<file path="src/design/mrhf_pkg.sv">
`timescale 1ns / 1ps
// ----------------------------------------------------------------------------
// mrhf_pkg
// shared types and constants of the ramp / hold / fade channel table
// ----------------------------------------------------------------------------
package mrhf_pkg;

   localparam int DEF_NUM_CHANNELS = 16;
   localparam int MAX_RESULTS      = 16;

   localparam logic [15:0] FADE_MS_RESET = 16'd500;
   localparam logic [16:0] ONE_Q16       = 17'h10000;
   // smoothstep factor 3 - 2 * p, scaled by 2^16
   localparam logic [17:0] SMOOTH_K      = 18'd196608;

   localparam logic [1:0] KIND_SET         = 2'd0;
   localparam logic [1:0] KIND_RELEASE_ONE = 2'd1;
   localparam logic [1:0] KIND_RELEASE_ALL = 2'd2;
   localparam logic [1:0] KIND_SAMPLE      = 2'd3;

   typedef enum logic [3:0] {
      S_IDLE,
      S_READ,
      S_EVAL,
      S_CALC,
      S_DIV,
      S_SQ,
      S_SM,
      S_MUL,
      S_ADD,
      S_EMIT,
      S_NEXT,
      S_FINAL
   } state_type;

   typedef struct packed {
      logic [31:0] ramp_from;
      logic [31:0] ramp_to;
      logic [31:0] ramp_start;
      logic [23:0] ramp_len;
      logic        hold_on;
      logic [23:0] hold_len;
      logic [31:0] rest_value;
      logic [1:0]  chan_mode;
      logic        fading;
      logic [31:0] fade_start;
      logic [31:0] fade_from;
      logic        done_once;
   } entry_type;

   typedef struct packed {
      logic        start;
      logic [23:0] dividend;
      logic [23:0] divisor;
   } div_req_type;

endpackage

</file>
<file path="src/design/mrhf_div.sv">
`timescale 1ns / 1ps
// ----------------------------------------------------------------------------
// mrhf_div
// restoring divider for progress, one quotient bit per cycle
// ----------------------------------------------------------------------------
module mrhf_div (
   input  logic                 clock,
   input  logic                 reset,
   input  mrhf_pkg::div_req_type div_req,
   output logic                 div_done,
   output logic [15:0]          quotient
);
   import mrhf_pkg::*;

   logic [23:0] rem_ff,  rem_in;
   logic [23:0] dsr_ff,  dsr_in;
   logic [15:0] quo_ff,  quo_in;
   logic [4:0]  cnt_ff,  cnt_in;
   logic        done_ff, done_in;
   logic [24:0] shifted;

   // dividend is below divisor, so the quotient of (dividend << 16) fits 16 bits
   always_comb begin
      shifted = {rem_ff, 1'b0};
      rem_in  = rem_ff;
      dsr_in  = dsr_ff;
      quo_in  = quo_ff;
      cnt_in  = cnt_ff;
      done_in = 1'b0;
      if (div_req.start) begin
         rem_in = div_req.dividend;
         dsr_in = div_req.divisor;
         cnt_in = 5'd16;
      end else if (cnt_ff != 5'd0) begin
         if (shifted >= {1'b0, dsr_ff}) begin
            rem_in = 24'(shifted - {1'b0, dsr_ff});
            quo_in = {quo_ff[14:0], 1'b1};
         end else begin
            rem_in = shifted[23:0];
            quo_in = {quo_ff[14:0], 1'b0};
         end
         cnt_in = cnt_ff - 5'd1;
         if (cnt_ff == 5'd1) begin
            done_in = 1'b1;
         end
      end
   end

   always_ff @(posedge clock) begin
      if (reset) begin
         cnt_ff  <= 5'd0;
         done_ff <= 1'b0;
      end else begin
         cnt_ff  <= cnt_in;
         done_ff <= done_in;
      end
      rem_ff <= rem_in;
      dsr_ff <= dsr_in;
      quo_ff <= quo_in;
   end

   assign div_done = done_ff;
   assign quotient = quo_ff;

endmodule

</file>
<file path="config.mk">
export PLATFORM = sky130hd
export DESIGN_NAME = mrhf_div
export DESIGN_NICKNAME = d
export VERILOG_FILES = /design/src/design/mrhf_pkg.sv /design/src/design/mrhf_div.sv
export SDC_FILE = /design/constraint.sdc
export NUM_CORES = 1
export LEC_CHECK = 0
export ABC_CLOCK_PERIOD_IN_PS = 2900
export BUFFER_PORTS_ARGS = -buffer_cell sky130_fd_sc_hd__buf_2
export CAP_MARGIN = 20
export CORE_MARGIN = 4
export CORE_UTILIZATION = 50
export CTS_CLUSTER_SIZE = 24
export DETAILED_ROUTE_END_ITERATION = 12
export PLACE_DENSITY = 0.75
export SLEW_MARGIN = 15
export SYNTH_ARGS = -nofsm -noshare
export SYNTH_HDL_FRONTEND = slang
export SYNTH_SLANG_ARGS = --single-unit
</file>
<file path="constraint.sdc">
create_clock -name clock -period 2.9 [get_ports clock]
set_input_delay 0.29 -clock clock [delete_from_list [all_inputs] [get_ports clock]]
set_output_delay 0.29 -clock clock [all_outputs]
set_load 0.03 [all_outputs]
</file>
; ---- Word level (Yosys, flattened, before mapping)
; Index checks and enable logic that the tools add are counted.
[totals]
ff_bits = 70
in_bits = 51
output_inout_bits = 17
word_cells = 24
[op_classes]
n_addsub = 2
magnitude_cmp = 1
n_eq_ne = 1
n_mux = 7
bitwise = 2
reduce_logical = 5
[op_table]
columns = cell, count
row1 = 24-bit two-way mux, 3
row2 = 25-bit by 24-bit greater-or-equal comparator with 1-bit output, 1
row3 = 24-bit subtractor, 1
row4 = 5-bit two-way mux, 2
row5 = "5-bit by 1-bit == test with 1-bit output, second input constant", 1
row6 = 5-bit nonzero test, 1
row7 = "5-bit by 1-bit subtractor with 5-bit output, second input constant", 1
row8 = 3-bit OR reduction, 1
row9 = 1-bit two-way mux, 2
row10 = 1-bit inverter, 2
row11 = 2-bit AND reduction, 1
row12 = 2-bit nonzero test, 1
row13 = 2-bit OR reduction, 1

; ---- Depth between registers and ports, before layout
[logic_depth]
depth_word = 4
ltp_mapped = 13
ltp_nobuf = 12

; ---- Worst setup path after synthesis
; No wires, ideal clock.
[synth_timing]
path_kind = flip-flop to flip-flop
from = register rem_ff[5]
to = register rem_ff[10] (data pin)
setup_ns = 0.260
arrival_ns = 2.503
path_slack_ns = 0.137
stages_incl_launch_ff = 12
path_buffers = 1
period_less_slack_ns = 2.763
cell_sequence = edfxtp_1 > ha_1 > and3_4 > a221o_1 > a22o_1 > a211oi_2 > o41a_4 > inv_4 > buf_6 > nor2_2 > a21oi_1 > mux2_2
[synth_via]
elab_chain_cells = 4
elab_cells_between_ends = 5
classes_between = add/sub: 1 / order compare: 1 / mux: 3
[synth_lines]
columns = item, line_no
row1 = "start, declared", mrhf_div.sv:15  ; logic [23:0] rem_ff, rem_in;
row2 = "start signal, assigned", mrhf_div.sv:57  ; rem_ff <= rem_in;
row3 = 24-bit subtractor / 25-bit by 24-bit greater-or-equal comparator with 1-bit output (equally long branches), "mrhf_div.sv:36, mrhf_div.sv:35"
row4 = 24-bit two-way mux *, mrhf_div.sv:35  ; if (shifted >= {1'b0, dsr_ff}) begin
row5 = 24-bit two-way mux *, mrhf_div.sv:34  ; end else if (cnt_ff != 5'd0) begin
row6 = 24-bit two-way mux *, mrhf_div.sv:30  ; if (div_req.start) begin
row7 = via rem_in[10], mrhf_div.sv:15
; The timed path passes the listed nets; every way through them passes the cells marked *. The select of a mux whose other input is x is not followed.
; A chain may end at the register's enable or synchronous reset.

; ---- Worst setup path in the final report
[layout_timing]
from = register rem_ff[7]
to = register rem_ff[4] (data pin)
[layout_via]
elab_chain_cells = 4
[layout_lines]
columns = item, line_no
row1 = 25-bit by 24-bit greater-or-equal comparator with 1-bit output, mrhf_div.sv:35
row2 = 24-bit two-way mux, mrhf_div.sv:35
row3 = 24-bit two-way mux, mrhf_div.sv:34
row4 = 24-bit two-way mux, mrhf_div.sv:30
row5 = via rem_in[4], mrhf_div.sv:15
; The timed path passes the listed nets, and every way through them passes these cells. The select of a mux whose other input is x is not followed.

==> results.toml <==
[drt]
routedWlPerCell_um = 16.5
avgViaCountPerCell = 5.58
drtPass1Iterations = 5
dr_total_vias = 3174
wirelength_mm = 9.37
ant_nets = 0
drc = 0
drtIter0Drc = 177

[final_layout]
final_nets = 541
multi_input_area_um2 = 2030
fin_util = 0.659
drive_gt1_frac = 0.373
fin_cells = 569
final_common_cell = "buf_2"
fillers = 597
antenna_cells = 0
syn_to_final_growth_pct = 27.1
ff_latch_area_um2 = 2040
final_cell_mix = "67 x buf_2, 64 x edfxtp_1, 32 x inv_1"

[global_routing]
overflow = 0
grt_pass1_wl_mm = 14.1
grt_antenna_before_repair = 0
grt_max_degree = 35
grtUsageTotal = 0.182
grt_pass1_vias = 3072

[floorplan]
io_pins = 68
die_area_um2 = 9600
fp-row-count = 32
start_util = 0.519
dieHeight_um = 98.0
core_um2 = 7810
die_width_um = 98.0

[logic_synthesis]
ys_seq_elements = 70
synth_area_um2 = 4050
yosysTopAreaCell = "edfxtp_1"
ys.flop_type = "edfxtp_1"
synth_top_area_share = 0.475
synth.yosys.seq_area_share = 0.504
synth_cells = 364
synthTopCellsByArea = "edfxtp_1 47%, ha_1 8.3%, mux2_2 4.2%, a21oi_1 4.0%, dfxtp_1 3.0%"
yosysWarnings = 0
syn_area_per_cell_um2 = 11.1
synth-edff-count = 64
synth_cell_type_count = 55
syn-num-nets = 443
async_flop_share = 0

[run_status]
outcome = "completed"

[power]
worst_ir_drop_vdd_mv = 0.467
power_density_nw_per_um2 = 1110
leakage_nw = 2.18

[timing]
post-route-period-util = 0.997
tightest_slew_ps = 634
skew_ps = 13.3
tns_ps = 0
finalMaxSlewViolations = 0
hold_viol = 0
layout_min_cycle_time_ps = 2890
timing.final.ws_setup_ps = 9.19
rsz0062_at_grt = "yes"
finalSetupViolCount = 0
holdWs_ps = 98.2
clock.fmax_mhz = 346
slew_headroom = 0.577

[setup_path]
cp_cell_sequence = "ha_1 > and3_4 > a221o_1 > a22o_1 > a211oi_4 > o41a_4 > clkinv_8 > buf_4 > mux2i_1 > mux2i_1"
cp.required_ps = 3010
endpoint_kind = "register"
worstPathMaxFanout = 17
crit_buf_inv = 2
worstPathArrival_ps = 3000
crit_type = "register to register"
crit_family = "compound AO/OA/AOI/OAI gates"
startpoint_type = "register"
rrSetupSlack_ps = 9
cpMaxStageDelayCell = "edfxtp_1"
worst_path_largest_cell_delay_ps = 400
cpMostUsedCell = "mux2i_1"

[clock_tree]
clockBufferDepth = 2
h-tree-depth = 3
clock_latency_ps = 360
cts_sinks = 70
cts-root-buf = "clkbuf_8"
clk_pin_slew_worst_paths_ps = 90
cts_made_buffers = 9
cts_tree = "built"

[flow_run]
drv_cap = 0

[placed_design]
io_buffers = 67
routabilityCongestion = 0.868
place_inst = 535
pre_cts_slack_ps = -78.2
dp_hpwl_mm = 6.24

[hold_path]
hold_path.class = "input pin to register"
-- final cells by class --
cell class | count | area share
sequential | 70 | 0.397
multi-input combinational | 250 | 0.394
timing repair buffer | 97 | 0.113
clock buffer | 11 | 0.0338
inverter | 33 | 0.0265
tap | 102 | 0.0248
clock inverter | 5 | 0.00778
timing repair inverter | 1 | 0.00316
-- registers in the layout, indices dropped and copies added, names as in the netlist --
register,count
dsr_ff,24
rem_ff,24
quotient,16
cnt_ff,5
div_done,1
-- routing by layer --
layer | vias up | track usage | share of wire
li1 | 1541 | - | -
met1 | 1514 | 0.228 | 0.43
met2 | 101 | 0.309 | 0.50
met3 | 18 | 0.0429 | 0.059
met4 | 0 | 0.0564 | 0.019
met5 | - | 0 | 0
-- where the power goes --
part	internal [mW]	switching, mW
sequential	1.47	0.192
clock	0.425	0.407
combinational	1.51	1.70
total	3.40	2.30
-- per-stage QoR --
step | cell area [um2] | power [mW]
2_1_floorplan | 4050 | 3.60
5_1_grt | 5150 | 6.09
3_5_place_dp | 4550 | 4.18
3_3_place_gp | 4550 | 4.09
6_report | 5150 | 5.70
4_1_cts | 4790 | 5.08
-- cell families after synthesis --
kind of cell	synth area share
simple gates	0.121
mux	0.0467
compound gates	0.152
flops	0.504
fa+ha+maj	0.0884
xor+xnor	0.0411
buf+inv	0.0464
-- cells in the mapped netlist (3+ instances only) --
cell       n
edfxtp_1  64
a21oi_1   32
inv_1     32
ha_1      27
nand2_1   21
nor2_1    19
mux2_2    15
o21ai_0   11
xnor2_1   11
a21o_1    10
nor2_2    10
nor3_1     9
xor2_1     8
clkbuf_1   7
dfxtp_1    6
nand4_1    6
nor2b_1    5
a211oi_1   4
a31oi_1    4
nor3b_1    4
o21bai_1   4
o31ai_1    4
or2_2      4
nand2b_1   3
nand3_1    3
o211ai_1   3
-- final timing paths --
| path | startpoint | endpoint | cells past startpoint |
|---|---|---|---|
| hold / removal | div_req[6] | dsr_ff[6]$_DFFE_PP_ | 1 |
| setup / recovery | rem_ff[7]$_DFFE_PP_ | rem_ff[4]$_DFFE_PP_ | 10 |
| setup reg to reg | rem_ff[7]$_DFFE_PP_ | rem_ff[4]$_DFFE_PP_ | 10 |
| hold reg to reg | quotient[14]$_DFFE_PP_ | quotient[15]$_DFFE_PP_ | 0 |
-- what timing repair did --
item | CTS | global route
hold buffers | 0 | 0
cloned | 0 | 1
setup endpoints to repair | 17 | 19
buffers inserted | 0 | 17
pin swaps | 1 | 18
hold endpoints to repair | 0 | 0
gates resized for setup | 7 | 41
Note: power is estimated with default switching activity, not from simulation.
